<file path="src/rtl/core/cffip_pkg.sv">
// Shared types and constants for the CFF INDEX parser.
// Used by cffip_front, cffip_queue and cff_index_parser_core; no dependencies.
package cffip_pkg;

  localparam int unsigned QueueDepth = 2;

  localparam int unsigned ValueW = 32;
  localparam int unsigned EntryW = 16;
  localparam int unsigned TotalW = 33;

  typedef enum logic [1:0] {
    KindOffset  = 2'd0,
    KindData    = 2'd1,
    KindEmpty   = 2'd2,
    KindBadSize = 2'd3
  } kind_e;

  typedef struct packed {
    kind_e              kind;
    logic [ValueW-1:0]  value;
    logic [EntryW-1:0]  entry_number;
    logic               is_last;
    logic [TotalW-1:0]  index_bytes;
  } result_t;

endpackage

</file>
<file path="src/rtl/core/cffip_front.sv">
// Front end of the CFF INDEX parser: takes stream bytes and runs the header,
// offset and data phases, producing one result word per byte that has one.
// Depends on cffip_pkg.
module cffip_front (
  input  logic                clk_i,
  input  logic                rst_ni,
  input  logic                in_valid_i,
  output logic                in_ready_o,
  input  logic [7:0]          stream_byte_i,
  output logic                res_valid_o,
  input  logic                res_ready_i,
  output cffip_pkg::result_t  res_o
);

  localparam logic [2:0] PhCountHi = 3'd0;
  localparam logic [2:0] PhCountLo = 3'd1;
  localparam logic [2:0] PhOffSize = 3'd2;
  localparam logic [2:0] PhOffsets = 3'd3;
  localparam logic [2:0] PhData    = 3'd4;

  logic [2:0]  phase_q, phase_d;
  logic [15:0] entry_count_q, entry_count_d;
  logic [2:0]  offset_width_q, offset_width_d;
  logic [16:0] entries_done_q, entries_done_d;
  logic [1:0]  byte_in_offset_q, byte_in_offset_d;
  logic [31:0] offset_acc_q, offset_acc_d;
  logic [31:0] data_remaining_q, data_remaining_d;
  logic [33:0] bytes_consumed_q, bytes_consumed_d;

  logic        accept;
  logic        emit;
  logic [15:0] count_full;
  logic [31:0] acc_next;
  logic [31:0] offset_val;
  logic [2:0]  bio_next;
  logic [31:0] dr_next;

  assign in_ready_o  = res_ready_i;
  assign accept      = in_valid_i && in_ready_o;
  assign res_valid_o = in_valid_i && emit;

  assign count_full = {entry_count_q[7:0], stream_byte_i};
  assign acc_next   = {offset_acc_q[23:0], stream_byte_i};
  assign offset_val = acc_next - 32'd1;
  assign bio_next   = {1'b0, byte_in_offset_q} + 3'd1;
  assign dr_next    = data_remaining_q - 32'd1;

  always_comb begin
    phase_d          = phase_q;
    entry_count_d    = entry_count_q;
    offset_width_d   = offset_width_q;
    entries_done_d   = entries_done_q;
    byte_in_offset_d = byte_in_offset_q;
    offset_acc_d     = offset_acc_q;
    data_remaining_d = data_remaining_q;
    emit             = 1'b0;
    res_o.kind         = cffip_pkg::KindOffset;
    res_o.value        = '0;
    res_o.entry_number = '0;
    res_o.is_last      = 1'b0;

    unique case (phase_q)
      PhCountLo: begin
        bytes_consumed_d = bytes_consumed_q + 34'd1;
        entry_count_d    = count_full;
        if (count_full == 16'd0) begin
          emit          = 1'b1;
          res_o.kind    = cffip_pkg::KindEmpty;
          res_o.is_last = 1'b1;
          phase_d       = PhCountHi;
        end else begin
          phase_d = PhOffSize;
        end
      end
      PhOffSize: begin
        bytes_consumed_d = bytes_consumed_q + 34'd1;
        if (stream_byte_i < 8'd1 || stream_byte_i > 8'd4) begin
          emit          = 1'b1;
          res_o.kind    = cffip_pkg::KindBadSize;
          res_o.value   = {24'd0, stream_byte_i};
          res_o.is_last = 1'b1;
          phase_d       = PhCountHi;
        end else begin
          offset_width_d   = stream_byte_i[2:0];
          entries_done_d   = '0;
          byte_in_offset_d = '0;
          offset_acc_d     = '0;
          phase_d          = PhOffsets;
        end
      end
      PhOffsets: begin
        bytes_consumed_d = bytes_consumed_q + 34'd1;
        if (bio_next < offset_width_q) begin
          offset_acc_d     = acc_next;
          byte_in_offset_d = bio_next[1:0];
        end else begin
          emit               = 1'b1;
          res_o.kind         = cffip_pkg::KindOffset;
          res_o.value        = offset_val;
          res_o.entry_number = entries_done_q[15:0];
          byte_in_offset_d   = '0;
          offset_acc_d       = '0;
          entries_done_d     = entries_done_q + 17'd1;
          if (entries_done_q == {1'b0, entry_count_q}) begin
            data_remaining_d = offset_val;
            if (offset_val == 32'd0) begin
              res_o.is_last = 1'b1;
              phase_d       = PhCountHi;
            end else begin
              phase_d = PhData;
            end
          end
        end
      end
      PhData: begin
        bytes_consumed_d = bytes_consumed_q + 34'd1;
        emit             = 1'b1;
        res_o.kind       = cffip_pkg::KindData;
        res_o.value      = {24'd0, stream_byte_i};
        data_remaining_d = dr_next;
        if (dr_next == 32'd0) begin
          res_o.is_last = 1'b1;
          phase_d       = PhCountHi;
        end
      end
      default: begin
        bytes_consumed_d = 34'd1;
        entry_count_d    = {8'd0, stream_byte_i};
        phase_d          = PhCountLo;
      end
    endcase

    res_o.index_bytes = res_o.is_last ? bytes_consumed_d[32:0] : '0;
  end

  always_ff @(posedge clk_i or negedge rst_ni) begin
    if (!rst_ni) begin
      phase_q          <= PhCountHi;
      entry_count_q    <= '0;
      offset_width_q   <= '0;
      entries_done_q   <= '0;
      byte_in_offset_q <= '0;
      offset_acc_q     <= '0;
      data_remaining_q <= '0;
      bytes_consumed_q <= '0;
    end else if (accept) begin
      phase_q          <= phase_d;
      entry_count_q    <= entry_count_d;
      offset_width_q   <= offset_width_d;
      entries_done_q   <= entries_done_d;
      byte_in_offset_q <= byte_in_offset_d;
      offset_acc_q     <= offset_acc_d;
      data_remaining_q <= data_remaining_d;
      bytes_consumed_q <= bytes_consumed_d;
    end
  end

endmodule

</file>
<file path="src/rtl/core/cffip_queue.sv">
// Back end of the CFF INDEX parser: a small result queue that holds
// finished words and presents them to the output channel.
// Depends on cffip_pkg.
module cffip_queue #(
  parameter int unsigned Depth = cffip_pkg::QueueDepth
) (
  input  logic                clk_i,
  input  logic                rst_ni,
  input  logic                push_valid_i,
  output logic                push_ready_o,
  input  cffip_pkg::result_t  push_word_i,
  output logic                pop_valid_o,
  input  logic                pop_ready_i,
  output cffip_pkg::result_t  pop_word_o
);

  localparam int unsigned PtrW = (Depth > 1) ? $clog2(Depth) : 1;
  localparam int unsigned CntW = $clog2(Depth + 1);
  localparam logic [PtrW-1:0] LastPtr = PtrW'(Depth - 1);
  localparam logic [CntW-1:0] FullCnt = CntW'(Depth);

  cffip_pkg::result_t mem_q [Depth];
  logic [PtrW-1:0] wr_ptr_q, rd_ptr_q;
  logic [CntW-1:0] count_q;
  logic            push, pop;

  assign push_ready_o = (count_q != FullCnt);
  assign pop_valid_o  = (count_q != '0);
  assign push         = push_valid_i && push_ready_o;
  assign pop          = pop_valid_o && pop_ready_i;
  assign pop_word_o   = mem_q[rd_ptr_q];

  always_ff @(posedge clk_i) begin
    if (push) begin
      mem_q[wr_ptr_q] <= push_word_i;
    end
  end

  always_ff @(posedge clk_i or negedge rst_ni) begin
    if (!rst_ni) begin
      wr_ptr_q <= '0;
      rd_ptr_q <= '0;
      count_q  <= '0;
    end else begin
      if (push) begin
        wr_ptr_q <= (wr_ptr_q == LastPtr) ? '0 : wr_ptr_q + PtrW'(1);
      end
      if (pop) begin
        rd_ptr_q <= (rd_ptr_q == LastPtr) ? '0 : rd_ptr_q + PtrW'(1);
      end
      if (push && !pop) begin
        count_q <= count_q + CntW'(1);
      end else if (pop && !push) begin
        count_q <= count_q - CntW'(1);
      end
    end
  end

endmodule

</file>
<file path="src/rtl/core/cff_index_parser_core.sv">
// CFF INDEX parser top level: parser front end feeding a result queue.
// A result is written into the queue when the byte causing it is accepted.
// Throughput: one byte per cycle while the queue has room, set by the phase
// update per byte in the front end; input continues while a result waits.
// Reset (rst_ni, asynchronous, active low) returns the parser to idle,
// awaiting the count high byte, and empties the queue.
module cff_index_parser_core #(
  parameter int unsigned QueueDepth = cffip_pkg::QueueDepth
) (
  input  logic                         clk_i,
  input  logic                         rst_ni,
  input  logic                         in_valid_i,
  output logic                         in_ready_o,
  input  logic [7:0]                   stream_byte_i,
  output logic                         out_valid_o,
  input  logic                         out_ready_i,
  output logic [1:0]                   kind_o,
  output logic [cffip_pkg::ValueW-1:0] value_o,
  output logic [cffip_pkg::EntryW-1:0] entry_number_o,
  output logic                         is_last_o,
  output logic [cffip_pkg::TotalW-1:0] index_bytes_o
);

  cffip_pkg::result_t front_word;
  cffip_pkg::result_t out_word;
  logic               front_valid;
  logic               queue_ready;

  cffip_front u_front (
    .clk_i         (clk_i),
    .rst_ni        (rst_ni),
    .in_valid_i    (in_valid_i),
    .in_ready_o    (in_ready_o),
    .stream_byte_i (stream_byte_i),
    .res_valid_o   (front_valid),
    .res_ready_i   (queue_ready),
    .res_o         (front_word)
  );

  cffip_queue #(
    .Depth (QueueDepth)
  ) u_queue (
    .clk_i        (clk_i),
    .rst_ni       (rst_ni),
    .push_valid_i (front_valid),
    .push_ready_o (queue_ready),
    .push_word_i  (front_word),
    .pop_valid_o  (out_valid_o),
    .pop_ready_i  (out_ready_i),
    .pop_word_o   (out_word)
  );

  assign kind_o         = out_word.kind;
  assign value_o        = out_word.value;
  assign entry_number_o = out_word.entry_number;
  assign is_last_o      = out_word.is_last;
  assign index_bytes_o  = out_word.index_bytes;

  a_size_only_on_last : assert property (@(posedge clk_i) disable iff (!rst_ni)
    out_valid_o && !is_last_o |-> index_bytes_o == '0)
    else $error("total size shown on a word that is not the last");

  a_error_ends_index : assert property (@(posedge clk_i) disable iff (!rst_ni)
    out_valid_o && (kind_o == cffip_pkg::KindEmpty || kind_o == cffip_pkg::KindBadSize)
      |-> is_last_o)
    else $error("empty or bad-size word does not end the index");

  a_entry_only_on_offset : assert property (@(posedge clk_i) disable iff (!rst_ni)
    out_valid_o && kind_o != cffip_pkg::KindOffset |-> entry_number_o == '0)
    else $error("entry number set on a word that is not an offset");

  a_no_drop_when_full : assert property (@(posedge clk_i) disable iff (!rst_ni)
    in_valid_i && in_ready_o |=> out_valid_o || $past(!front_valid))
    else $error("accepted result word did not reach the queue");

endmodule
</file>
<file path="config.mk">
export PLATFORM = sky130hd
export DESIGN_NAME = cff_index_parser_core
export DESIGN_NICKNAME = d
export VERILOG_FILES = /design/src/rtl/core/cffip_pkg.sv /design/src/rtl/core/cffip_front.sv /design/src/rtl/core/cffip_queue.sv /design/src/rtl/core/cff_index_parser_core.sv
export SDC_FILE = /design/constraint.sdc
export NUM_CORES = 1
export LEC_CHECK = 0
export ABC_AREA = 0
export ABC_CLOCK_PERIOD_IN_PS = 11800
export BUFFER_PORTS_ARGS = -buffer_cell sky130_fd_sc_hd__buf_2
export CAP_MARGIN = 20
export CORE_MARGIN = 5
export CORE_UTILIZATION = 65
export DETAILED_ROUTE_END_ITERATION = 8
export PLACE_DENSITY_LB_ADDON = 0.05
export SLEW_MARGIN = 10
export SYNTH_ARGS = -nofsm -noshare
export SYNTH_HDL_FRONTEND = slang
export SYNTH_SLANG_ARGS = --single-unit
export TNS_END_PERCENT = 100
</file>
<file path="constraint.sdc">
create_clock -name clk_i -period 11.8 [get_ports clk_i]
set_input_delay 0.59 -clock clk_i [delete_from_list [all_inputs] [get_ports clk_i]]
set_output_delay 0.59 -clock clk_i [all_outputs]
set_load 0.01 [all_outputs]
</file>
After elaboration in Yosys (flattened, before gate mapping)
Memories as Yosys holds them, arrays and structs flattened.
Cells that the tools add are included.
{"block": "classes", "add_sub_neg": 9, "magnitude_cmp": 3, "n_eq_ne": 10, "mux": 42, "bitwise": 2, "n_reduce_logical": 24}
{"operator": "case mux 32 bit (3 select lines)", "n": 1}
{"operator": "2-to-1 mux 34 bit", "n": 2}
{"operator": "logical NOT 32 bit", "n": 2}
{"operator": "2-to-1 mux 32 bit", "n": 2}
{"operator": "case mux 32 bit (2 select lines)", "n": 1}
{"operator": "subtractor 32 x 1 -> 32 bit, second input constant", "n": 2}
{"operator": "2-to-1 mux 49 bit", "n": 1}
{"operator": "2-to-1 mux 24 bit", "n": 2}
{"operator": "case mux 24 bit (2 select lines)", "n": 1}
{"operator": "adder 34 x 1 -> 34 bit, second input constant", "n": 1}
{"operator": "2-to-1 mux 17 bit", "n": 2}
{"operator": "case mux 17 bit (2 select lines)", "n": 1}
{"operator": "2-to-1 mux 33 bit", "n": 1}
{"operator": "case mux 16 bit (2 select lines)", "n": 1}
{"operator": "adder 17 x 1 -> 17 bit, second input constant", "n": 1}
{"operator": "== test 17 x 16 -> 1 bit", "n": 1}
{"operator": "logical NOT 16 bit", "n": 1}
{"operator": "2-to-1 mux 16 bit", "n": 1}
{"operator": "2-to-1 mux 2 bit", "n": 7}
{"operator": "2-to-1 mux 3 bit", "n": 4}
{"operator": "case mux 3 bit (4 select lines)", "n": 1}
{"operator": "AND reduction 4 bit", "n": 3}
{"operator": "2-to-1 mux 1 bit", "n": 10}
{"operator": "> comparator 8 x 3 -> 1 bit, second input constant", "n": 1}
{"operator": "23 further kinds", "n": 40}
{"block": "word_totals", "ff_bits": 135, "ram_bits": 168, "out_inout_bits": 86, "elab_cells": 102, "mem_count": 1}
{"name": "u_queue.mem_q", "depth": 2, "width": 84, "read_ports": 1, "rd_clocked_by_memory_dff": 0, "write_ports": 1, "line": "cffip_queue.sv:22", "rtl": "cffip_pkg::result_t mem_q [Depth];"}

Logic depth before layout (Yosys ltp)
Gate-level depths: netlist of run 1.
{"block": "logic_depth", "word_depth": 10, "mapped_depth": 14}

By module
From an unflattened synthesis of run 1, not the netlist that was laid out.
{"block": "hier_totals", "cells_unflattened": 1423, "area_unflattened_um2": 15358.5}
{"mod": "cffip_front", "n_inst": 1, "cells_per_inst": 1144, "area_each_um2": 9095.0, "seq_area_each_um2": 3253.1}
{"mod": "cffip_queue", "n_inst": 1, "cells_per_inst": 279, "area_each_um2": 6263.5, "seq_area_each_um2": 5144.9}

Worst setup path after synthesis of run 1
No wires, ideal clock.
{"block": "synth_path", "path_type": "input port to flip-flop", "startpoint": "input stream_byte_i[6]", "endpoint": "memory u_queue.mem_q[0][0] in the netlist's numbering, enable pin", "setup_time_ps": 527, "arrival_ps": 5724, "required_time_ps": 11273, "setup_slack_ps": 5549, "stages": 7, "n_path_buf": 1, "path_cell_list": "buf_4 nor4_1 nand4_1 or3_1 a21oi_1 o31ai_1 nor2_1"}
{"block": "synth_between", "elab_chain_cells": 8, "elab_cells_between_ends": 11, "classes_between": "order compare (2); mux (5); reduce/logical (4)"}
{"element": "from (decl)", "line": "cff_index_parser_core.sv:14", "rtl": "input logic [7:0] stream_byte_i,"}
{"element": "less-than comparator 8 x 1 -> 1 bit or > comparator 8 x 3 -> 1 bit (tied branches)", "line": "cffip_front.sv:77", "rtl": "if (stream_byte_i < 8'd1 || stream_byte_i > 8'd4) begin"}
{"element": "logical OR 1 bit", "line": "cffip_front.sv:77"}
{"element": "2-to-1 mux 1 bit", "line": "cffip_front.sv:77"}
{"element": "case mux 1 bit (4 select lines) (*)", "line": "cffip_front.sv:62", "rtl": "unique case (phase_q)"}
{"element": "logical AND 1 bit (*)", "line": "cffip_front.sv:40", "rtl": "assign res_valid_o = in_valid_i && emit;"}
{"element": "logical AND 1 bit (*)", "line": "cffip_queue.sv:29", "rtl": "assign push = push_valid_i && push_ready_o;"}
{"element": "2-to-1 mux 1 bit (*)", "line": "cffip_queue.sv:34", "rtl": "if (push) begin"}
{"element": "2-to-1 mux 1 bit (not written as such) (*)", "line": "cffip_queue.sv:35", "rtl": "mem_q[wr_ptr_q] <= push_word_i;"}
{"element": "to (decl)", "line": "cffip_queue.sv:22"}
Mark *: on every way between the ends. The rest lies on a longest branch, timed or not.

==> impl_metrics.py, run 1 <==
metrics = {
    "clock_tree": {
        "htree_levels": 1,
        "ctsLongestPathBuffers": 3,
        "clock_latency_ns": 0.56,
        "post_cts_buffers": 0,
        "cts_resized": 0,
        "cts-root-buf": "clkbuf_16",
        "cts-hold-fix-buffers": 0,
        "path_clk_slew_ns": 0.06,
        "cts_sinks": 302,
        "cts_tree": "yes",
        "cts_made_buffers": 30,
    },
    "synth": {
        "async_flop_share_pct": 44.4,
        "seq_area_frac_synth_pct": 55.1,
        "synth_compound_area_share_pct": 13.1,
        "synthCells": 1387,
        "synth-seq-cells": 302,
        "synth_edf_count": 168,
        "synth_area_mm2": 0.0152,
        "synthSimpleGateAreaFrac_pct": 15.7,
        "synth_top_family_by_area": "simple AND/OR/NAND/NOR gates",
        "yosys-mux-area-fraction_pct": 6.87,
        "syn_avg_cell_area_um2": 11.0,
        "synthXorXnorAreaFrac_pct": 5.23,
        "synth_nets": 1410,
        "ys.flop_type": "edfxtp_1",
        "synth_cell_types": 63,
        "ys_warn_count": 0,
        "synth_fa_ha_area_share_pct": 0.903,
    },
    "die": {
        "coreArea_mm2": 0.0233,
        "die_h_um": 163,
        "start_util_pct": 65.5,
        "pin_count": 98,
        "rows": 56,
        "dieArea_mm2": 0.0266,
        "fp.dieW_um": 163,
    },
    "drt": {
        "wirelength_um": 36300,
        "wl_per_cell_um": 20.3,
        "drt_iter0_drc": 934,
        "wl_met2_um": 17500,
        "drt-pass1-iter-count": 5,
        "routed-via-count": 11200,
        "top_layer_used": "met4",
        "via_per_inst": 6.26,
        "drtAntennaViolNets": 0,
        "wl_met3_um": 2260,
        "drc": 0,
        "wl_met1_um": 15600,
    },
    "sta": {
        "final_hold_viol_count": 0,
        "relSlewSlack_pct": 24.8,
        "tightest_slew_ns": 1.12,
        "rsz0062_at_grt": "false",
        "post-route-min-period_ns": 4.63,
        "finClkSkew_ns": 0.0132,
        "setup_viol": 0,
        "drv_slew": 0,
        "fin_tns_setup_ns": 0,
        "timing.final.crit_share_pct": 39.2,
        "clock.fmax_mhz": 216,
    },
    "critical_path": {
        "crit_type": "input pin to flop",
        "cp_max_fo": 34,
        "crit_arrival_ns": 4.97,
        "critPathCaptureType": "flop",
        "required_ns": 12.15,
        "critPathLaunchType": "input pin",
    },
    "place": {
        "gp_congestion": 0.942,
        "hpwlAfterDp_um": 24800,
        "numPortBuffers": 97,
    },
    "pwr": {
        "switchingPower_w": 0.00140,
        "p_comb_share_pct": 34.4,
        "powerDensity_mw_per_mm2": 225,
        "p_leak_nw": 6.30,
        "ir_drop_v": 0.000164,
        "total_power_w": 0.00384,
        "p_sw_share_pct": 36.6,
        "seqPwrFrac_pct": 40.5,
        "clkPwrFrac_pct": 25.0,
        "internal_power_w": 0.00243,
    },
    "global_route": {
        "grt_pass1_wl_um": 58100,
        "grt-ovfl-total": 0,
        "grt_usage_pct": 27.3,
        "grt_antenna_before_repair": 0,
        "grt_max_degree": 86,
        "grt_pass1_vias": 10700,
    },
    "finish": {
        "antennaDiodeCount": 0,
        "fin_nets": 1471,
        "syn_to_final_growth_pct": 11.7,
        "drive_gt1_share_pct": 21.4,
    },
    "worst_hold_path": {
        "min_path_type": "input pin to asynchronous set/reset pin",
    },
    "run_status": {
        "status": "complete, no violations",
    },
    "flow_run": {
        "max_cap_viol_count": 0,
    },
}
-- logic make-up (layout without fill, tap and decap cells) --
family | after synthesis | in the layout
simple gates | 464 | 464
xor+xnor | 91 | 91
compound gates | 309 | 309
mux | 93 | 93
flops | 302 | 302
fa+ha+maj | 11 | 11
buf+inv | 117 | 202
-- cell type report --
cell class | instances | area [µm²]
tap | 319 | 399
timing repair buffer | 119 | 698
clock inverter | 15 | 165
inverter | 27 | 101
fill | 1703 | 6230
clock buffer | 41 | 852
multi-input combinational | 968 | 6420
sequential | 302 | 8400
-- layer usage --
layer | global-route usage [%] | vias to the layer above
li1 | - | 5243
met1 | 38.6 | 5527
met2 | 45.2 | 378
met3 | 4.01 | 68
met4 | 6.90 | 0
met5 | 0 | -
-- critical path, stage by stage --
cell	delay, ns
buf_2	0.16
inv_1	0.11
ha_1	0.25
nor3b_1	0.70
nand4_1	0.60
o21a_1	0.39
or4_1	0.57
nor4_4	0.38
nand4_4	0.72
a21oi_1	0.48
-- synthesized netlist by cell type (4+ instances only) --
cell	number	area, µm²
nand4_1	28	175
nand2_1	110	413
a22o_1	27	236
buf_1	7	26.3
xor2_1	28	245
and2_1	26	163
o22a_1	4	35.0
or2_2	10	62.6
dfrtp_1	134	3350
xnor2_1	63	552
buf_6	4	45.0
o31ai_1	22	165
a21oi_2	29	254
nor2_1	107	402
a31oi_1	13	81.3
nand4b_1	5	43.8
o21ai_0	118	591
ha_1	11	138
or4_1	10	75.1
a21oi_1	52	260
clkbuf_1	74	278
inv_1	27	101
nand2b_1	12	75.1
edfxtp_1	168	5040
nor2b_1	6	37.5
or3_1	15	93.8
nor4b_1	8	70.1
nand3_1	32	160
a22oi_1	5	37.5
mux2_2	93	1050
a2bb2oi_1	4	35.0
and3_1	14	87.6
nor3_1	36	180
nor3b_1	5	37.5
nor4_1	29	181
-- path summary, 6_finish.rpt --
kind,slack (ns),from,to,depth (start not counted)
max,7.17,stream_byte_i[0],u_queue.mem_q[1][1],10
min,0.003,rst_ni,u_front.entries_done_q[7],1
max reg2reg,7.31,u_front.offset_acc_q[1],u_queue.mem_q[1][1],7
min reg2reg,0.50,u_front.entry_count_q[14],u_front.entry_count_q[14],2
max in group asynchronous,10.39,rst_ni,u_front.offset_acc_q[11],2
min in group clk_i,0.34,out_ready_i,u_queue.rd_ptr_q,3
-- power groups by stage --
stage | logic, W | clock network (W) | registers (W)
5_1_grt | 0.00144 | 0.00103 | 0.00158
4_1_cts | 0.00126 | 0.000973 | 0.00159
6_report | 0.00132 | 0.000960 | 0.00155
2_1_floorplan | 0.000978 | 0 | 0.00145
3_5_place_dp | 0.00125 | 0 | 0.00161
3_3_place_gp | 0.00124 | 0 | 0.00160
-- per-stage QoR --
step | instance area, µm² | worst slack (ns) | util (%) | instances | hold WS, ns
after floorplan | 15200 | 5.55 | - | 1387 | 0.294
after global placement | 15900 | 6.86 | 68.5 | 1730 | 0.484
after detailed placement | 16000 | 6.67 | 68.6 | 1731 | 0.492
after CTS | 17000 | 7.23 | 72.9 | 1787 | 0.0279
after global routing | 17000 | 6.87 | 73.2 | 1791 | 0.0382
final | 17000 | 7.17 | 73.2 | 1791 | 0.00278
-- registers in the layout, indices dropped and copies added (netlist names) --
register,count
u_queue.mem_q,168
u_front.bytes_consumed_q,33
u_front.data_remaining_q,32
u_front.offset_acc_q,24
u_front.entries_done_q,17
u_front.entry_count_q,16
u_front.offset_width_q,3
u_front.phase_q,3
u_front.byte_in_offset_q,2
u_queue.count_q,2
u_queue.rd_ptr_q,1
u_queue.wr_ptr_q,1
-- cells in the final DEF (no fill, tap or decap), types with 32 or more instances in the layout --
cell	count
nand2_1	110
nor3_1	36
xnor2_1	62
o21ai_0	118
nand3_1	32
buf_2	96
dfrtp_1	133
a21oi_1	52
edfxtp_1	168
nor2_1	104
mux2_2	93
Note: power is estimated with default switching activity, not from simulation.
==> run 2, diff against run 1 <==
--- a/config.mk
+++ b/config.mk
@@ -6,11 +6,11 @@
 export NUM_CORES = 1
 export LEC_CHECK = 0
 export ABC_AREA = 0
-export ABC_CLOCK_PERIOD_IN_PS = 11800
+export ABC_CLOCK_PERIOD_IN_PS = 4400
 export BUFFER_PORTS_ARGS = -buffer_cell sky130_fd_sc_hd__buf_2
 export CAP_MARGIN = 20
 export CORE_MARGIN = 5
-export CORE_UTILIZATION = 65
+export CORE_UTILIZATION = 61
 export DETAILED_ROUTE_END_ITERATION = 8
 export PLACE_DENSITY_LB_ADDON = 0.05
 export SLEW_MARGIN = 10
==> constraint.sdc (replaced) <==
create_clock -name clk_i -period 4.4 [get_ports clk_i]
set_input_delay 0.22 -clock clk_i [delete_from_list [all_inputs] [get_ports clk_i]]
set_output_delay 0.22 -clock clk_i [all_outputs]
set_load 0.01 [all_outputs]
==> impl_metrics.py, run 2 (synthesis gave the netlist of run 1 again) <==
metrics = {
    "run_status": {
        "status": "complete, no violations",
    },
    "finish": {
        "mostFrequentLayoutCell": "edfxtp_1",
        "mostFrequentLayoutCells": "168 x edfxtp_1, 133 x dfrtp_1, 118 x o21ai_0",
        "fill_cells": 1805,
        "drive_gt1_share_pct": 21.6,
        "largest_register_ff_count": 168,
        "syn_to_final_growth_pct": 12.9,
        "post-route-util_pct": 70.4,
        "reg_top3": "u_queue.mem_q: 168 flops, u_front.bytes_consumed_q: 33 flops, u_front.data_remaining_q: 32 flops",
        "top_register": "u_queue.mem_q",
        "stdcell_count": 1807,
        "antennaDiodeCount": 0,
        "fin_nets": 1483,
    },
    "worst_hold_path": {
        "min_path_type": "input pin to flop",
    },
    "sta": {
        "drv_slew": 0,
        "relSlewSlack_pct": 23.6,
        "finClkSkew_ns": 0.00919,
        "fin_ws_ns": 0.481,
        "final_hold_viol_count": 0,
        "rsz0062_at_grt": "false",
        "post-route-min-period_ns": 3.92,
        "setup_viol": 0,
        "tightest_slew_ns": 1.14,
        "clock.fmax_mhz": 255,
        "timing.final.crit_share_pct": 89.1,
        "fin_tns_setup_ns": 0,
    },
    "pwr": {
        "clkPwrFrac_pct": 26.9,
        "powerDensity_mw_per_mm2": 613,
        "ir_drop_v": 0.000447,
        "seqPwrFrac_pct": 39.6,
        "switchingPower_w": 0.00379,
        "p_leak_nw": 6.39,
        "internal_power_w": 0.00677,
        "p_sw_share_pct": 35.9,
        "total_power_w": 0.0106,
        "p_comb_share_pct": 33.6,
    },
    "die": {
        "pin_count": 98,
        "start_util_pct": 62.3,
        "fp.dieW_um": 168,
        "dieArea_mm2": 0.0283,
        "rows": 57,
        "die_h_um": 168,
        "coreArea_mm2": 0.0245,
    },
    "critical_path": {
        "crit_end": "u_queue.mem_q[0][2]",
        "cp.depth": 13,
        "reg2reg_from": "u_front.offset_acc_q[1]",
        "cp_max_fo": 34,
        "cp_slowest_cell": "or4_1",
        "critPathCaptureType": "flop",
        "crit_family": "simple AND/OR/NAND/NOR gates",
        "max_stage_delay_ns": 0.57,
        "crit_arrival_ns": 4.30,
        "critPathLaunchType": "input pin",
        "r2r_slack_ns": 0.51,
        "required_ns": 4.78,
        "path_cells": "dlygate4sd3_1 > buf_2 > inv_1 > ha_1 > nor3b_1 > buf_4 > nand4_1 > o21a_1 > or4_1 > nor4_4 > nand4_4 > buf_4 > a21oi_1",
        "worstPathBufferInverterCount": 5,
        "startpoint": "stream_byte_i[1]",
        "worst_r2r_path_depth": 8,
        "crit_type": "input pin to flop",
        "worst_r2r_endpoint": "u_queue.mem_q[0][2]",
        "cp_common_cell": "buf_4",
    },
    "drt": {
        "via_per_inst": 6.27,
        "drt-pass1-iter-count": 7,
        "drtAntennaViolNets": 0,
        "drt_iter0_drc": 875,
        "routed-via-count": 11300,
        "wl_per_cell_um": 20.7,
        "wirelength_um": 37400,
        "drc": 0,
    },
    "clock_tree": {
        "cts_tree": "yes",
        "cts_sinks": 302,
        "post_cts_buffers": 0,
        "clock_latency_ns": 0.55,
        "cts_resized": 0,
        "cts_made_buffers": 30,
        "cts-root-buf": "clkbuf_16",
        "ctsLongestPathBuffers": 3,
        "cts-hold-fix-buffers": 5,
        "path_clk_slew_ns": 0.06,
        "htree_levels": 1,
    },
    "global_route": {
        "grt_antenna_before_repair": 0,
        "grt_pass1_vias": 10800,
        "grt-ovfl-total": 0,
        "grt_usage_pct": 26.1,
        "grt_pass1_wl_um": 59900,
        "grt_max_degree": 86,
    },
    "place": {
        "dp_cells": 1746,
        "hpwlAfterDp_um": 25200,
        "gp_congestion": 0.957,
        "numPortBuffers": 97,
        "place_ws_ns": 0.515,
    },
    "flow_run": {
        "max_cap_viol_count": 0,
    },
}
## run 2: worst min-delay path by stage
stage | depth (start not counted) | from | slack [ns] | endpoint
floorplan | 0 | rst_ni | -0.08 | u_front.byte_in_offset_q[0]
global placement | 1 | rst_ni | 0.18 | u_front.entries_done_q[10]
detailed placement | 1 | rst_ni | 0.18 | u_front.entries_done_q[8]
CTS | 3 | stream_byte_i[2] | 0.02 | u_front.offset_width_q[2]
global route | 3 | stream_byte_i[2] | 0.06 | u_front.offset_width_q[2]
finish | 3 | stream_byte_i[2] | 0.05 | u_front.offset_width_q[2]
## run 2: routing by layer
layer	track usage, %	share of wire [%]	vias to the layer above
met5	0	0	-
met4	7.30	2.8	0
met3	4.31	7.1	68
met2	42.1	47	424
met1	37.1	43	5573
li1	-	-	5268
## run 2: power by group through the flow
stage                     combinational, W  sequential, W  clock, W
after floorplan                    0.00262        0.00388         0
after global placement             0.00335        0.00430         0
after detailed placement           0.00339        0.00431         0
after CTS                          0.00341        0.00426   0.00287
after global routing               0.00386        0.00425   0.00301
final                              0.00354        0.00418   0.00284
## run 2: cell type report
cell class	instances	area [µm²]	share of cell area, %
flip-flops and latches	302	8400	48.8
repair buffers	131	792	4.60
clock inverters	17	282	1.63
clock buffers	38	822	4.77
well taps	324	405	2.35
inverters	27	101	0.588
multi-input cells	968	6420	37.3
## run 2: worst register-to-register path, cell delays in order, from the launching register on
cell     delay (ns)
dfrtp_1        0.45
nor4_1         0.65
nand4_1        0.56
o21a_1         0.35
or4_1          0.57
nor4_4         0.41
nand4_4        0.13
buf_4          0.32
a21oi_1        0.29
## run 2: per-stage QoR
stage               hold slack, ns  cell area [µm²]
finish                      0.0518            17200
global route                0.0562            17200
CTS                         0.0247            17200
detailed placement           0.182            16000
global placement             0.183            16000
floorplan                  -0.0756            15300
==> run 3, diff against run 2 <==
--- a/config.mk
+++ b/config.mk
@@ -13,6 +13,7 @@
 export CORE_UTILIZATION = 61
 export DETAILED_ROUTE_END_ITERATION = 8
 export PLACE_DENSITY_LB_ADDON = 0.05
+export RECOVER_POWER = 100
 export SLEW_MARGIN = 10
 export SYNTH_ARGS = -nofsm -noshare
 export SYNTH_HDL_FRONTEND = slang
==> impl_metrics.py, run 3 (synthesis gave the netlist of run 1 again) <==
metrics = {
    "place": {
        "dp_cells": 1746,
        "numPortBuffers": 97,
        "place_ws_ns": 0.515,
        "hpwlAfterDp_um": 25200,
        "gp_congestion": 0.957,
    },
    "pwr": {
        "switchingPower_w": 0.00378,
        "clkPwrFrac_pct": 27.2,
        "p_sw_share_pct": 36.2,
        "p_leak_nw": 6.12,
        "p_comb_share_pct": 32.9,
        "internal_power_w": 0.00666,
        "powerDensity_mw_per_mm2": 617,
        "ir_drop_v": 0.000448,
        "seqPwrFrac_pct": 39.9,
    },
    "sta": {
        "clock.fmax_mhz": 254,
        "fin_tns_setup_ns": 0,
        "post-route-min-period_ns": 3.93,
        "timing.final.crit_share_pct": 89.3,
        "final_hold_viol_count": 0,
        "rsz0062_at_grt": "false",
        "drv_slew": 202,
        "setup_viol": 0,
        "relSlewSlack_pct": -80.1,
        "tightest_slew_ns": 2.70,
        "hold_slack_ns": 0.0503,
        "fin_ws_ns": 0.470,
        "finClkSkew_ns": 0.00983,
    },
    "critical_path": {
        "crit_family": "simple AND/OR/NAND/NOR gates",
        "required_ns": 4.78,
        "worstPathBufferInverterCount": 5,
        "crit_arrival_ns": 4.30,
        "cp_common_cell": "buf_4",
        "crit_type": "input pin to flop",
        "max_stage_delay_ns": 0.57,
        "r2r_slack_ns": 0.58,
        "path_cells": "dlygate4sd3_1 > clkbuf_1 > inv_1 > ha_1 > nor3b_1 > buf_4 > nand4_1 > o21a_1 > or4_1 > nor4_4 > nand4_4 > buf_4 > a21oi_1",
        "cp_max_fo": 34,
        "cp_slowest_cell": "or4_1",
        "critPathLaunchType": "input pin",
        "critPathCaptureType": "flop",
    },
    "global_route": {
        "grt-ovfl-total": 0,
        "grt_pass1_vias": 10800,
        "grt_pass1_wl_um": 59900,
        "grt_antenna_before_repair": 0,
        "grt_max_degree": 86,
        "grt_usage_pct": 26.1,
    },
    "finish": {
        "fill_cells": 1903,
        "fin_nets": 1483,
        "top_register": "u_queue.mem_q",
        "drive_gt1_share_pct": 12.9,
        "mostFrequentLayoutCell": "edfxtp_1",
        "mostFrequentLayoutCells": "168 x edfxtp_1, 134 x dfrtp_1, 118 x o21ai_0",
        "reg_top3": "u_queue.mem_q: 168 flops, u_front.bytes_consumed_q: 33 flops, u_front.data_remaining_q: 32 flops",
        "stdcell_count": 1807,
        "post-route-util_pct": 69.2,
        "largest_register_ff_count": 168,
        "syn_to_final_growth_pct": 11.0,
        "antennaDiodeCount": 0,
    },
    "drt": {
        "drt_iter0_drc": 995,
        "wl_per_cell_um": 20.8,
        "drc": 0,
        "drt-pass1-iter-count": 5,
        "drtAntennaViolNets": 0,
        "via_per_inst": 6.28,
        "wirelength_um": 37600,
        "routed-via-count": 11300,
    },
    "die": {
        "start_util_pct": 62.3,
        "coreArea_mm2": 0.0245,
        "die_h_um": 168,
        "fp.dieW_um": 168,
        "dieArea_mm2": 0.0283,
        "pin_count": 98,
        "rows": 57,
    },
    "clock_tree": {
        "cts-root-buf": "clkbuf_16",
        "clock_latency_ns": 0.55,
        "cts_sinks": 302,
        "cts_tree": "yes",
        "cts_made_buffers": 30,
        "ctsLongestPathBuffers": 3,
        "path_clk_slew_ns": 0.06,
        "htree_levels": 1,
    },
    "run_status": {
        "status": "complete, but fails checks",
        "violations": "max-capacitance violations, max-slew violations",
    },
    "worst_hold_path": {
        "min_path_type": "input pin to flop",
    },
    "flow_run": {
        "max_cap_viol_count": 5,
    },
}
==> run 3: final timing paths <==
path / from / endpoint / depth (start not counted)
hold reg to reg: u_queue.count_q[1] / u_queue.count_q[1] / 1
setup reg to reg: u_front.byte_in_offset_q[0] / u_front.data_remaining_q[28] / 10
setup / recovery: stream_byte_i[1] / u_queue.mem_q[1][4] / 13
min in group asynchronous: rst_ni / u_front.entry_count_q[13] / 2
max in group asynchronous: rst_ni / u_front.entries_done_q[12] / 3
hold / removal: stream_byte_i[5] / u_front.entry_count_q[5] / 2
==> run 3: worst reg2reg max path, cell delays in order (launching register included) <==
cell       delay [ns]
dfrtp_1          0.40
ha_1             0.32
ha_1             0.27
a21boi_0         0.12
o21ai_0          0.26
nand2b_1         0.12
a31oi_1          0.48
a211o_1          0.18
clkbuf_1         1.15
nor2_1           0.13
a2bb2oi_1        0.20
==> run 3: metal layers <==
metal	GRT usage [%]	vias to the layer above	wire [µm]
li1	-	5268	-
met1	37.1	5544	15900
met2	42.1	456	17800
met3	4.31	74	2760
met4	7.30	0	1060
met5	0	-	0
==> run 3: through the flow <==
stage,cell area (µm²),power [W]
after floorplan,15300,0.00650
after global placement,16000,0.00765
after detailed placement,16000,0.00770
after CTS,17200,0.0105
after global routing,16900,0.0110
final,16900,0.0104
==> run 3: area by class of cell <==
| type | instances | area [µm²] | area share [%] |
|---|---|---|---|
| Tap cell | 324 | 405 | 2.39 |
| Inverter | 27 | 101 | 0.599 |
| Clock buffer | 38 | 822 | 4.86 |
| Clock inverter | 17 | 282 | 1.66 |
| Multi-Input combinational cell | 968 | 6300 | 37.2 |
| Timing Repair Buffer | 131 | 617 | 3.64 |
| Sequential cell | 302 | 8400 | 49.6 |
==> run 3: power groups by stage <==
stage | Sequential (W) | Combinational (W) | Clock, W
5_1_grt | 0.00424 | 0.00375 | 0.00301
3_5_place_dp | 0.00431 | 0.00339 | 0
6_report | 0.00417 | 0.00343 | 0.00284
3_3_place_gp | 0.00430 | 0.00335 | 0
2_1_floorplan | 0.00388 | 0.00262 | 0
4_1_cts | 0.00426 | 0.00341 | 0.00287
==> run 3: timing repair <==
action	in CTS	in global routing
endpoints found under the hold margin	51	0
hold buffers	5	0
gates resized for setup	0	0
setup buffers	0	0
